### src/rtl/psc_pkg.sv
// Shared types and constants of the pulse serial controller responder.
package psc_pkg;

  typedef logic [14:0] ticks_t;
  typedef logic [23:0] status_t;
  typedef logic [31:0] word_t;
  typedef logic [1:0]  dur_t;
  typedef logic [0:0]  reg_idx_t;

  localparam reg_idx_t REG_THRESHOLD = 1'b0;
  localparam reg_idx_t REG_STATUS    = 1'b1;

  localparam ticks_t  THRESHOLD_RESET = 15'd100;
  localparam status_t STATUS_RESET    = 24'h050001;

  localparam logic [7:0] CMD_STATUS = 8'h00;
  localparam logic [7:0] CMD_READ   = 8'h01;

  localparam logic [3:0] CMD_PULSES = 4'd8;

  localparam logic [4:0] STATUS_LAST_BIT = 5'd23;
  localparam logic [4:0] WORD_LAST_BIT   = 5'd31;

  // Line encodings of the transmit items.
  localparam dur_t ONE_LOW   = 2'd1;
  localparam dur_t ONE_HIGH  = 2'd3;
  localparam dur_t ZERO_LOW  = 2'd3;
  localparam dur_t ZERO_HIGH = 2'd1;
  localparam dur_t STOP_LOW  = 2'd1;
  localparam dur_t STOP_HIGH = 2'd2;

  typedef enum logic [1:0] {
    KIND_BIT   = 2'd0,
    KIND_STOP  = 2'd1,
    KIND_CLOSE = 2'd2
  } item_kind_t;

  typedef struct packed {
    logic       pulse_en;
    logic       word_en;
    logic       reply_start;
    logic       shift_en;
    item_kind_t kind;
  } dp_cmd_t;

  typedef struct packed {
    logic reply_due;
    logic last_bit;
  } dp_status_t;

endpackage

### src/rtl/psc_in_if.sv
// Input channel: received pulses and controller word loads.
interface psc_in_if import psc_pkg::*; ();
  logic   valid;
  logic   ready;
  logic   op;
  ticks_t low_ticks;
  logic   first_of_frame;
  word_t  controller_word;

  modport source (output valid, output op, output low_ticks, output first_of_frame,
                  output controller_word, input ready);
  modport sink (input valid, input op, input low_ticks, input first_of_frame,
                input controller_word, output ready);
endinterface

### src/rtl/psc_out_if.sv
// Result channel: transmit items of a reply.
interface psc_out_if import psc_pkg::*; ();
  logic valid;
  logic ready;
  dur_t low_time;
  dur_t high_time;
  logic first_level;
  logic second_level;
  logic last;

  modport source (output valid, output low_time, output high_time, output first_level,
                  output second_level, output last, input ready);
  modport sink (input valid, input low_time, input high_time, input first_level,
                input second_level, input last, output ready);
endinterface

### src/rtl/pulse_serial_controller_responder.sv
// The first reply item is offered in the cycle after the eighth pulse of a status or read
// frame is taken. A reply is 26 items (status) or 34 (controller word), one per cycle
// while out_ready is high; the reply shifter sends one bit a cycle and no transaction is
// taken during a reply. Any other transaction is taken whenever the controller is idle.
// Reset (rst_n, synchronous, active low): threshold 100, status 0x050001, frame and
// controller word cleared, no reply in progress.
module pulse_serial_controller_responder import psc_pkg::*; (
  input  logic      clk,
  input  logic      rst_n,
  psc_in_if.sink    in_chan,
  psc_out_if.source out_chan,
  input  logic      cfg_we,
  input  reg_idx_t  cfg_index,
  input  status_t   cfg_wdata
);

  dp_cmd_t    cmd;
  dp_status_t status;

  psc_ctrl u_ctrl (
    .clk       (clk),
    .rst_n     (rst_n),
    .in_valid  (in_chan.valid),
    .in_op     (in_chan.op),
    .in_ready  (in_chan.ready),
    .out_valid (out_chan.valid),
    .out_ready (out_chan.ready),
    .status    (status),
    .cmd       (cmd)
  );

  psc_dp u_dp (
    .clk             (clk),
    .rst_n           (rst_n),
    .cfg_we          (cfg_we),
    .cfg_index       (cfg_index),
    .cfg_wdata       (cfg_wdata),
    .low_ticks       (in_chan.low_ticks),
    .first_of_frame  (in_chan.first_of_frame),
    .controller_word (in_chan.controller_word),
    .cmd             (cmd),
    .status          (status),
    .low_time        (out_chan.low_time),
    .high_time       (out_chan.high_time),
    .first_level     (out_chan.first_level),
    .second_level    (out_chan.second_level),
    .last            (out_chan.last)
  );

endmodule

### src/rtl/psc_ctrl.sv
// Controller state machine: takes transactions and sequences the reply items.
module psc_ctrl import psc_pkg::*; (
  input  logic       clk,
  input  logic       rst_n,
  input  logic       in_valid,
  input  logic       in_op,
  output logic       in_ready,
  output logic       out_valid,
  input  logic       out_ready,
  input  dp_status_t status,
  output dp_cmd_t    cmd
);

  typedef enum logic [3:0] {
    S_IDLE = 4'b0001,
    S_DATA = 4'b0010,
    S_STOP = 4'b0100,
    S_END  = 4'b1000
  } state_t;

  state_t state_r, state_nxt;
  logic   in_fire;

  assign in_ready  = (state_r == S_IDLE);
  assign out_valid = (state_r != S_IDLE);
  assign in_fire   = in_valid && in_ready;

  always_comb begin
    cmd.pulse_en    = in_fire && !in_op;
    cmd.word_en     = in_fire && in_op;
    cmd.reply_start = in_fire && !in_op && status.reply_due;
    cmd.shift_en    = (state_r == S_DATA) && out_ready;
    case (state_r)
      S_STOP:  cmd.kind = KIND_STOP;
      S_END:   cmd.kind = KIND_CLOSE;
      default: cmd.kind = KIND_BIT;
    endcase
  end

  always_comb begin
    state_nxt = state_r;
    case (state_r)
      S_IDLE: begin
        if (cmd.reply_start) state_nxt = S_DATA;
      end
      S_DATA: begin
        if (out_ready && status.last_bit) state_nxt = S_STOP;
      end
      S_STOP: begin
        if (out_ready) state_nxt = S_END;
      end
      S_END: begin
        if (out_ready) state_nxt = S_IDLE;
      end
      default: state_nxt = S_IDLE;
    endcase
  end

  always_ff @(posedge clk) begin
    if (!rst_n) begin
      state_r <= S_IDLE;
    end else begin
      state_r <= state_nxt;
    end
  end

endmodule

### src/rtl/psc_dp.sv
// Datapath: configuration, command decoding registers and the reply shifter.
module psc_dp import psc_pkg::*; (
  input  logic       clk,
  input  logic       rst_n,
  input  logic       cfg_we,
  input  reg_idx_t   cfg_index,
  input  status_t    cfg_wdata,
  input  ticks_t     low_ticks,
  input  logic       first_of_frame,
  input  word_t      controller_word,
  input  dp_cmd_t    cmd,
  output dp_status_t status,
  output dur_t       low_time,
  output dur_t       high_time,
  output logic       first_level,
  output logic       second_level,
  output logic       last
);

  ticks_t     threshold_r;
  status_t    status_word_r;
  word_t      stored_r;
  logic [3:0] pulse_cnt_r;
  logic [7:0] cmd_shift_r;
  word_t      reply_r;
  logic [4:0] bit_cnt_r;

  logic [3:0] cnt_eff;
  logic [7:0] sh_eff;
  logic       frame_open;
  logic [7:0] sh_nxt;
  logic [3:0] cnt_nxt;

  // A frame start clears the frame before the pulse is taken in.
  assign cnt_eff    = first_of_frame ? 4'd0 : pulse_cnt_r;
  assign sh_eff     = first_of_frame ? 8'd0 : cmd_shift_r;
  assign frame_open = (cnt_eff < CMD_PULSES);
  assign sh_nxt     = {sh_eff[6:0], (low_ticks < threshold_r)};
  assign cnt_nxt    = cnt_eff + 4'd1;

  assign status.reply_due = frame_open && (cnt_nxt == CMD_PULSES) &&
                            ((sh_nxt == CMD_STATUS) || (sh_nxt == CMD_READ));
  assign status.last_bit  = (bit_cnt_r == 5'd0);

  always_ff @(posedge clk) begin
    if (!rst_n) begin
      threshold_r   <= THRESHOLD_RESET;
      status_word_r <= STATUS_RESET;
      stored_r      <= '0;
      pulse_cnt_r   <= '0;
      cmd_shift_r   <= '0;
    end else begin
      if (cfg_we) begin
        case (cfg_index)
          REG_THRESHOLD: threshold_r   <= cfg_wdata[14:0];
          REG_STATUS:    status_word_r <= cfg_wdata;
          default: ;
        endcase
      end
      if (cmd.word_en) stored_r <= controller_word;
      if (cmd.pulse_en && frame_open) begin
        pulse_cnt_r <= cnt_nxt;
        cmd_shift_r <= sh_nxt;
      end else if (cmd.pulse_en) begin
        pulse_cnt_r <= cnt_eff;
        cmd_shift_r <= sh_eff;
      end
    end
  end

  always_ff @(posedge clk) begin
    if (cmd.reply_start) begin
      if (sh_nxt == CMD_READ) begin
        reply_r   <= stored_r;
        bit_cnt_r <= WORD_LAST_BIT;
      end else begin
        reply_r   <= {status_word_r, 8'd0};
        bit_cnt_r <= STATUS_LAST_BIT;
      end
    end else if (cmd.shift_en) begin
      reply_r   <= {reply_r[30:0], 1'b0};
      bit_cnt_r <= bit_cnt_r - 5'd1;
    end
  end

  always_comb begin
    case (cmd.kind)
      KIND_STOP: begin
        low_time = STOP_LOW;  high_time = STOP_HIGH;
        first_level = 1'b0;   second_level = 1'b1; last = 1'b0;
      end
      KIND_CLOSE: begin
        low_time = 2'd0;      high_time = 2'd0;
        first_level = 1'b1;   second_level = 1'b0; last = 1'b1;
      end
      default: begin
        low_time  = reply_r[31] ? ONE_LOW  : ZERO_LOW;
        high_time = reply_r[31] ? ONE_HIGH : ZERO_HIGH;
        first_level = 1'b0;   second_level = 1'b1; last = 1'b0;
      end
    endcase
  end

endmodule

### src/flat_wrapper.sv
// flat-port wrapper written by rule: the top's interface ports become plain ports
module pulse_serial_controller_responder_flat import psc_pkg::*;
  (clk, rst_n, cfg_we, cfg_index, cfg_wdata, in_chan_valid, in_chan_op, in_chan_low_ticks, in_chan_first_of_frame, in_chan_controller_word, in_chan_ready, out_chan_valid, out_chan_low_time, out_chan_high_time, out_chan_first_level, out_chan_second_level, out_chan_last, out_chan_ready);
  psc_in_if in_chan_i ();
  psc_out_if out_chan_i ();
  input  logic clk;
  input  logic rst_n;
  input  logic cfg_we;
  input  reg_idx_t cfg_index;
  input  status_t cfg_wdata;
  input wire logic [$bits(in_chan_i.valid)-1:0] in_chan_valid;
  input wire logic [$bits(in_chan_i.op)-1:0] in_chan_op;
  input wire logic [$bits(in_chan_i.low_ticks)-1:0] in_chan_low_ticks;
  input wire logic [$bits(in_chan_i.first_of_frame)-1:0] in_chan_first_of_frame;
  input wire logic [$bits(in_chan_i.controller_word)-1:0] in_chan_controller_word;
  output wire logic [$bits(in_chan_i.ready)-1:0] in_chan_ready;
  output wire logic [$bits(out_chan_i.valid)-1:0] out_chan_valid;
  output wire logic [$bits(out_chan_i.low_time)-1:0] out_chan_low_time;
  output wire logic [$bits(out_chan_i.high_time)-1:0] out_chan_high_time;
  output wire logic [$bits(out_chan_i.first_level)-1:0] out_chan_first_level;
  output wire logic [$bits(out_chan_i.second_level)-1:0] out_chan_second_level;
  output wire logic [$bits(out_chan_i.last)-1:0] out_chan_last;
  input wire logic [$bits(out_chan_i.ready)-1:0] out_chan_ready;
  assign in_chan_i.valid = in_chan_valid;
  assign in_chan_i.op = in_chan_op;
  assign in_chan_i.low_ticks = in_chan_low_ticks;
  assign in_chan_i.first_of_frame = in_chan_first_of_frame;
  assign in_chan_i.controller_word = in_chan_controller_word;
  assign in_chan_ready = in_chan_i.ready;
  assign out_chan_valid = out_chan_i.valid;
  assign out_chan_low_time = out_chan_i.low_time;
  assign out_chan_high_time = out_chan_i.high_time;
  assign out_chan_first_level = out_chan_i.first_level;
  assign out_chan_second_level = out_chan_i.second_level;
  assign out_chan_last = out_chan_i.last;
  assign out_chan_i.ready = out_chan_ready;
  pulse_serial_controller_responder u_core (.clk(clk), .rst_n(rst_n), .in_chan(in_chan_i), .out_chan(out_chan_i), .cfg_we(cfg_we), .cfg_index(cfg_index), .cfg_wdata(cfg_wdata));
endmodule
### config.mk
export PLATFORM = sky130hd
export DESIGN_NAME = pulse_serial_controller_responder_flat
export DESIGN_NICKNAME = d
export VERILOG_FILES = /design/src/rtl/psc_pkg.sv /design/src/rtl/psc_in_if.sv /design/src/rtl/psc_out_if.sv /design/src/rtl/pulse_serial_controller_responder.sv /design/src/rtl/psc_ctrl.sv /design/src/rtl/psc_dp.sv /design/src/flat_wrapper.sv
export SDC_FILE = /design/constraint.sdc
export NUM_CORES = 1
export LEC_CHECK = 0
export ABC_AREA = 1
export BUFFER_PORTS_ARGS = -buffer_cell sky130_fd_sc_hd__buf_2
export CORE_ASPECT_RATIO = 1.2
export CORE_MARGIN = 4
export CORE_UTILIZATION = 55
export CTS_CLUSTER_SIZE = 25
export DETAILED_ROUTE_END_ITERATION = 8
export GPL_TIMING_DRIVEN = 0
export PLACE_DENSITY_LB_ADDON = 0.25
export RECOVER_POWER = 100
export SYNTH_ARGS = -nofsm -noshare
export SYNTH_HDL_FRONTEND = slang
export SYNTH_SLANG_ARGS = --single-unit
### constraint.sdc
create_clock -name clk -period 4.61 [get_ports clk]
set_clock_uncertainty 0.15 [all_clocks]
set_input_delay 0.2305 -clock clk [delete_from_list [all_inputs] [get_ports clk]]
set_output_delay 0.2305 -clock clk [all_outputs]
set_load 0.03 [all_outputs]
* Word level (Yosys, flattened, before mapping)
Cells that the tools add are included.
Storage, ports and cells: logic and storage cells 68, bits in registers 123, output and inout bits 9, bits of input ports 79
Operators by class: $lt $le $gt $ge 2, muxes and demuxes 24, equality and inequality tests 13, $add $sub $neg 2, reductions and logical operators 18, bitwise logic cells 1
Operator list (count):
- two-way mux 32 bit | 3
- two-way mux 4 bit | 8
- two-way mux 7 bit | 3
- case mux 4 bit (4 select lines) | 1
- less-than comparator 15 bit | 1
- case mux 2 bit (2 select lines) | 3
- two-way mux 5 bit | 2
- logical AND 1 bit | 9
- == test 4 bit, second input constant | 2
- == test 8 x 1 -> 1 bit, second input constant | 1
- zero test 8 bit | 1
- zero test 5 bit | 1
- subtractor 5 x 1 -> 5 bit, second input constant | 1
- adder 4 x 1 -> 4 bit, second input constant | 1
- == test 4 x 1 -> 1 bit, second input constant | 1
- == test 4 x 2 -> 1 bit, second input constant | 1
- == test 4 x 3 -> 1 bit, second input constant | 1
- less-than comparator 4 bit, second input constant | 1
- two-way mux 2 bit | 2
- != test 2 x 1 -> 1 bit, second input constant | 2
- != test 2 bit, second input constant | 2
- != test 4 x 1 -> 1 bit, second input constant | 1
- AND reduction 2 bit | 2
- AND reduction 4 bit | 1
- other kinds (7) | 9

* Depth between registers and ports, before layout
Gate-level depths: netlist of the first run.
depth after elaboration 8, depth in mapped cells 12

* Cells and area by module
A second synthesis of the first run with hierarchy kept.
Unflattened totals: cells, all modules 709, area, all modules 5720.5 µm²
By module, submodules not included:
- psc_dp | area each 5377.7 µm², times used 1, cells an instance 659, sequential area each 2752.6 µm²
- psc_ctrl | area each 342.8 µm², times used 1, cells an instance 50, sequential area each 80.1 µm²

* Least setup slack after synthesis of the first run
Ideal clock, no wire load.
path type input port to flip-flop, start point input port in_chan_first_of_frame, end point register u_core.u_dp.bit_cnt_r[0] (enable), arrival 2.596 ns, path slack 1.428 ns, data required time 4.024 ns, library setup time 0.436 ns, buffers on the path 3, cell stages on the path 10, path through buf_4 nor2_1 ha_1 nand3b_1 nand3_1 nor2_1 nand3_2 buf_4 buf_2 o21ai_1
Between the ends: cells in the longest elaborated chain, start to end 7
Ends and longest elaborated chain:
- start, declared | line flat_wrapper.sv:14 | input wire logic [$bits(in_chan_i.first_of_frame)-1:0] in_chan_first_of_frame;
- two-way mux 4 bit | line psc_dp.sv:35 | assign cnt_eff = first_of_frame ? 4'd0 : pulse_cnt_r;
- adder 4 x 1 -> 4 bit | line psc_dp.sv:39 | assign cnt_nxt = cnt_eff + 4'd1;
- == test 4 bit | line psc_dp.sv:41 | assign status.reply_due = frame_open && (cnt_nxt == CMD_PULSES) &&
- logical AND 1 bit | line psc_dp.sv:41
- logical AND 1 bit (*) | line psc_dp.sv:41
- logical AND 1 bit (*) | line psc_ctrl.sv:31 | cmd.reply_start = in_fire && !in_op && status.reply_due;
- nonzero test 2 bit (no line) (*)
- end signal, assigned | line psc_dp.sv:82 | bit_cnt_r <= bit_cnt_r - 5'd1;
- end, declared | line psc_dp.sv:26 | logic [4:0] bit_cnt_r;
Every way passes the cells marked *; elsewhere a longest branch is shown, timed or not. A chain may end at the register's enable or synchronous reset.

* Worst setup path after layout of the first run
start point register u_core.u_ctrl.state_r[0], end point register u_core.u_dp.reply_r[14] (enable)
Between the ends: cells in the longest elaborated chain, start to end 5
Ends and longest elaborated chain:
- start, declared | line psc_ctrl.sv:21 | state_t state_r, state_nxt;
- start signal, assigned | line psc_ctrl.sv:63 | state_r <= state_nxt;
- == test 4 x 1 -> 1 bit | line psc_ctrl.sv:24 | assign in_ready = (state_r == S_IDLE);
- logical AND 1 bit | line psc_ctrl.sv:26 | assign in_fire = in_valid && in_ready;
- logical AND 1 bit (2 in a row) | line psc_ctrl.sv:31
- nonzero test 2 bit (no line) (*)
- end signal, assigned | line psc_dp.sv:74 | reply_r <= stored_r;
- end signal, assigned | line psc_dp.sv:77 | reply_r <= {status_word_r, 8'd0};
- end signal, assigned | line psc_dp.sv:81 | reply_r <= {reply_r[30:0], 1'b0};
- end, declared | line psc_dp.sv:25 | word_t reply_r;
Marked as above.

==> results_dict.tcl, run 1 <==
set metrics [dict create \
    dp_hpwl_um 10550 \
    drc 0 \
    synthTopCellsByArea "dfxtp_1 30%, edfxtp_1 19%, nand2_1 8.6%" \
    initial_core_util_pct 56.77 \
    ant_nets 0 \
    p_leak_nw 3.251 \
    vias 5434 \
    timing.rr.start "u_core.u_ctrl.state_r[0]" \
    drv_cap 0 \
    port_buffers 85 \
    synth_top_area_share_pct 30.00 \
    grt_max_degree 33 \
    clockBufferDepth 2 \
    diodes 0 \
    dieHeight_um 119.9 \
    avgSynthCellArea_um2 8.152 \
    syn_nets 804 \
    die_w_um 101.3 \
    synthCells 704 \
    async_flop_share_pct 0 \
    final_cells 997 \
    setup_viol 0 \
    cts.clk_slew.worst_paths_ns 0.05 \
    synth_ff_type "dfxtp_1" \
    synth.distinct_cells 36 \
    fillers 772 \
    final-max-slew-violation-count 0 \
    total_power_w 0.003386 \
    arrival_ns 3.21 \
    synth.top_cells.by_count "131 x nand2_1, 102 x inv_1, 86 x dfxtp_1" \
    r2r-end "u_core.u_dp.reply_r[14]" \
    cts.sinks 123 \
    syn_to_final_growth_pct 28.69 \
    ys_seq_area_share_pct 49.36 \
    numCtsBuffers 17 \
    core-area_mm2 0.01011 \
    dr.pass1.iters 5 \
    drt-total-wl_um 15200 \
    ir_drop_uv 312.4 \
    tightest_slew_ns 0.7102 \
    post_cts_buffers 0 \
    finalCritPeriodShare_pct 70.72 \
    die-area_mm2 0.01214 \
    grt.total_usage_pct 26.28 \
    clock_latency_ns 0.41 \
    htreeDepth 4 \
    critPathMaxFanout 32 \
    synth_warnings 0 \
    place_inst 916 \
    synth_top_cell_by_area "dfxtp_1" \
    syn-cell-area_mm2 0.005739 \
    post-route-min-period_ns 3.260 \
    synth_edf_count 37 \
    cp-end-kind "flip-flop" \
    hold_path_depth 3 \
    min-delay-start "cfg_wdata[20]" \
    via_per_inst 5.450 \
    pin_count 88 \
    powerDensity_mw_per_mm2 458.4 \
    hp-class "primary input to flip-flop" \
    fin_tns_setup_ns 0 \
    grt_setup_unrepaired "no" \
    outcome "completed" \
    cts_tree "built" \
    placed_cell_area_mm2 0.006354 \
    routedWlPerCell_um 15.25 \
    clock.fmax_ghz 0.3067 \
    worstSetupPathType "flip-flop to flip-flop" \
    grt_pass1_wl_um 24990 \
    grt_pass1_vias 5423 \
    drt_iter0_drc 285 \
    slew_headroom_pct 52.48 \
    drive_gt1_share_pct 14.47 \
    r2r_slack_ns 1.35 \
    ff2ff_path_depth 9 \
    place.gp.congestion 0.8666 \
    crit_required_ns 4.56 \
    ctsRootBufferMaster "clkbuf_16" \
    final_area_mm2 0.007386 \
    hold_viol 0 \
    grt_overflow 0 \
    whs_endpoint "u_core.u_dp.status_word_r[20]" \
    fin_nets 958 \
    antenna_found_initial 0 \
    num_rows 40 \
    ys_ff_latch 123 \
    start_kind "flip-flop" \
    synth.most_common_cell "nand2_1" \
]
-- layout make-up --
cell class	instances	area [um2]	area share (%)
Tap cell	126	157.7	2.135
Clock inverter	14	177.7	2.406
Multi-Input combinational cell	438	2311	31.29
Buffer	37	153.9	2.084
Clock buffer	18	429.2	5.811
Timing Repair Buffer	135	923.4	12.50
Sequential cell	123	2833	38.35
Inverter	106	400.4	5.421
-- cells in the final DEF (no fill, tap or decap), types with 2 or more instances in the layout --
cell type      instances
nor2_2                 2
o21ai_0               73
clkinvlp_4             4
clkbuf_1              40
nand4_1               29
bufinv_16              4
nand3b_1               2
ha_1                  21
buf_4                  2
clkinv_2               4
inv_2                  2
dfxtp_1               86
edfxtp_1              37
clkbuf_16             17
nand3_1               43
nand2_1              131
o211ai_1               7
xor2_1                 2
dlygate4sd3_1         49
a21oi_1               84
inv_1                103
nand2_2                3
o21ai_1                5
buf_2                 81
nor3_1                 4
nor2_1                18
clkinv_1               2
-- kinds of logic after synthesis --
group	Yosys count	synth area share (%)
and+or+nand+nor	238	19.84
DFF	123	49.36
buffers and inverters	143	9.789
adders and majority gates	21	4.578
xor gates and xnor gates	3	0.4579
AOI/OAI and AO/OA	176	15.98
-- state kept, by name (all words and copies together) (netlist names) --
signal,count
u_core.u_dp.reply_r,32
u_core.u_ctrl.state_r,4
u_core.u_dp.bit_cnt_r,5
u_core.u_dp.threshold_r,15
u_core.u_dp.stored_r,32
u_core.u_dp.cmd_shift_r,7
u_core.u_dp.pulse_cnt_r,4
u_core.u_dp.status_word_r,24
-- critical path, cell delays in order (launching register included) --
cell and delay (ns):
dfxtp_1 0.32, inv_1 0.05, nor2_1 0.12, nand4_1 0.35, nor2_1 0.57, nand3_1 0.28
clkbuf_1 0.32, clkbuf_1 0.31, o21ai_4 0.20, buf_12 0.25
-- metal layers --
layer	vias to the layer above	part of all wire (%)	global-route usage [%]
met3	56	5.7	6.105
met1	2516	39	30.79
met5	-	0	0
li1	2666	-	-
met2	196	51	44.52
met4	0	4.2	12.88
-- per-stage QoR --
stage / worst slack (ns) / utilization [%] / hold WS (ns)
final: 1.350 / 73.06 / 0.004022
after floorplan: 1.428 / - / 0.2109
after detailed placement: 2.100 / 62.85 / 0.2933
after global placement: 0.8563 / 62.54 / 0.2899
after CTS: 2.067 / 73.70 / 0.0003826
after global routing: 1.079 / 73.06 / 0.003135
-- how the worst max path moves through the flow --
| stage | startpoint | end | slack [ns] |
|---|---|---|---|
| finish | u_core.u_ctrl.state_r[0] | u_core.u_dp.reply_r[14] | 1.35 |
| global route | u_core.u_ctrl.state_r[0] | u_core.u_dp.reply_r[24] | 1.08 |
| CTS | u_core.u_ctrl.state_r[1] | out_chan_high_time[1] | 2.07 |
| detailed placement | in_chan_first_of_frame | u_core.u_dp.reply_r[15] | 2.10 |
| global placement | in_chan_first_of_frame | u_core.u_dp.reply_r[14] | 0.86 |
| floorplan | in_chan_first_of_frame | u_core.u_dp.bit_cnt_r[0] | 1.43 |
-- power breakdown --
| part | total (W) | switching, W | leakage (nW) | internal, W |
|---|---|---|---|---|
| combinational | 0.000758 | 0.000505 | 1.92 | 0.000253 |
| clock | 0.00136 | 0.000464 | 0.287 | 0.000894 |
| sequential | 0.00127 | 0.0000501 | 1.04 | 0.00122 |
| total | 0.00339 | 0.00102 | 3.25 | 0.00237 |
-- what timing repair did --
action                    CTS  global route
resized for setup           0             0
hold buffers               49             0
hold endpoints to repair   55             0
(Power assumes the default switching activity.)
==> inputs of run 2 (changes only) <==
==> constraint.sdc (replaced) <==
create_clock -name clk -period 3.4 [get_ports clk]
set_clock_uncertainty 0.15 [all_clocks]
set_input_delay 0.17 -clock clk [delete_from_list [all_inputs] [get_ports clk]]
set_output_delay 0.17 -clock clk [all_outputs]
set_load 0.03 [all_outputs]
==> results_dict.tcl, run 2 (synthesis results as in run 1) <==
set metrics [dict create \
    outcome "completed" \
    vias 5473 \
    finalCritPeriodShare_pct 82.15 \
    fin_util_pct 73.89 \
    slew_headroom_pct 54.48 \
    port_buffers 85 \
    clock.fmax_ghz 0.3580 \
    path_cells "inv_1 -> ha_1 -> a21oi_1 -> o21ai_0 -> nor2_1 -> nand3_1 -> clkbuf_1 -> nand2_1 -> nand3_1 -> nand2_1" \
    cts_tree "built" \
    cpMaxStageDelayCell "nor2_1" \
    p_int_w 0.003214 \
    p_sw_share_pct 30.24 \
    num_rows 40 \
    reg_top3 "u_core.u_dp.reply_r x32, u_core.u_dp.stored_r x32, u_core.u_dp.status_word_r x24" \
    crit_buf_inv 2 \
    diodes 0 \
    crit_required_ns 3.52 \
    post_cts_buffers 0 \
    antenna_found_initial 0 \
    clockBufferDepth 2 \
    fin_nets 965 \
    grt.total_usage_pct 26.73 \
    post-route-min-period_ns 2.793 \
    hold_viol 0 \
    grt_max_degree 33 \
    via_per_inst 5.451 \
    place.gp.congestion 0.8666 \
    ff_latch_area_mm2 0.002833 \
    setup_viol 0 \
    ir_drop_uv 420.5 \
    routedWlPerCell_um 15.40 \
    cts-resized-gates 0 \
    ctsRootBufferMaster "clkbuf_16" \
    drive_gt1_share_pct 14.46 \
    die_w_um 101.3 \
    mostFrequentLayoutCell "nand2_1" \
    clock_latency_ns 0.41 \
    placed_cell_area_mm2 0.006354 \
    grt_overflow 0 \
    drt_iter0_drc 345 \
    arrival_ns 2.92 \
    p_comb_share_pct 22.6 \
    initial_core_util_pct 56.77 \
    dp_hpwl_um 10550 \
    syn_to_final_growth_pct 30.15 \
    cts.clk_slew.worst_paths_ns 0.05 \
    multi_input_area_mm2 0.002321 \
    critPathTopFamily "simple AND/OR/NAND/NOR gates" \
    hp-class "primary input to flip-flop" \
    drv_cap 0 \
    final-max-slew-violation-count 0 \
    ant_nets 0 \
    grt_setup_unrepaired "no" \
    start_kind "flip-flop" \
    p_switching_w 0.001393 \
    fin_tns_setup_ns 0 \
    cts.sinks 123 \
    dr.pass1.iters 7 \
    cp-end-kind "flip-flop" \
    final_cell_mix "131 x nand2_1, 104 x inv_1, 86 x dfxtp_1, 84 x a21oi_1, 81 x buf_2" \
    seq_power_share_pct 37.4 \
    worstSetupPathType "flip-flop to flip-flop" \
    htreeDepth 4 \
    max_stage_delay_ns 0.55 \
    p_clk_share_pct 40.1 \
    whs_ns 0.02202 \
    p_leak_nw 3.281 \
    fillers 751 \
    drt-total-wl_um 15460 \
    grt_pass1_wl_um 25410 \
    numCtsBuffers 17 \
    core-area_mm2 0.01011 \
    die-area_mm2 0.01214 \
    grt_pass1_vias 5522 \
    powerDensity_mw_per_mm2 616.7 \
    critPathMaxFanout 10 \
    tightest_slew_ns 0.6803 \
    pin_count 88 \
    final_area_mm2 0.007470 \
    drc 0 \
    dieHeight_um 119.9 \
]
-- run 2: power groups by stage --
stage	clock [W]	combinational [W]	sequential, W
after CTS	0.00186	0.00106	0.00172
after global routing	0.00193	0.00117	0.00173
after global placement	0	0.000966	0.00174
after detailed placement	0	0.00100	0.00175
after floorplan	0	0.000736	0.00173
final	0.00185	0.00104	0.00172
-- run 2: final timing paths --
path / from / endpoint / slack [ns] / depth (start not counted)
setup reg to reg: u_core.u_dp.threshold_r[14] / u_core.u_dp.reply_r[23] / 0.61 / 10
hold reg to reg: u_core.u_dp.stored_r[1] / u_core.u_dp.stored_r[1] / 0.30 / 2
setup / recovery: u_core.u_dp.threshold_r[14] / u_core.u_dp.reply_r[23] / 0.61 / 10
hold / removal: in_chan_first_of_frame / u_core.u_dp.pulse_cnt_r[0] / 0.02 / 3
-- run 2: area by class of cell --
cell class | count | share of cell area, %
clock inverters | 14 | 2.379
well taps | 126 | 2.111
flip-flops and latches | 123 | 37.92
multi-input cells | 438 | 31.07
clock buffers | 18 | 5.745
plain buffers | 37 | 2.111
repair buffers | 142 | 13.30
inverters | 106 | 5.360
-- run 2: stage by stage --
stage               std cells  total power (W)  setup slack, ns
global route             1004         0.004831           0.3519
detailed placement        916         0.002752           0.9233
CTS                      1004         0.004635           0.8649
finish                   1004         0.004607           0.6070
global placement          915         0.002709          -0.3117
floorplan                 704         0.002467           0.2665
-- run 2: metal layers --
metal	routed length, um	share of wire (%)	GRT usage, %	up-vias
met5	0	0	0	-
met3	770	5.0	6.163	48
met4	590	3.8	12.64	0
met1	6184	40	30.99	2540
li1	-	-	-	2681
met2	7914	51	45.91	204
-- run 2: what timing repair did --
action                                  in CTS  in global routing
hold buffers                                56                  0
endpoints found under the hold margin       70                  0
endpoints found under the setup margin       0                  0
-- run 2: worst min-delay path: cells and delay by family --
| family | cells | cell delay (ns) |
|---|---|---|
| simple gates | 1 | 0.09 |
| buf+inv | 1 | 0.15 |
| compound gates | 1 | 0.13 |
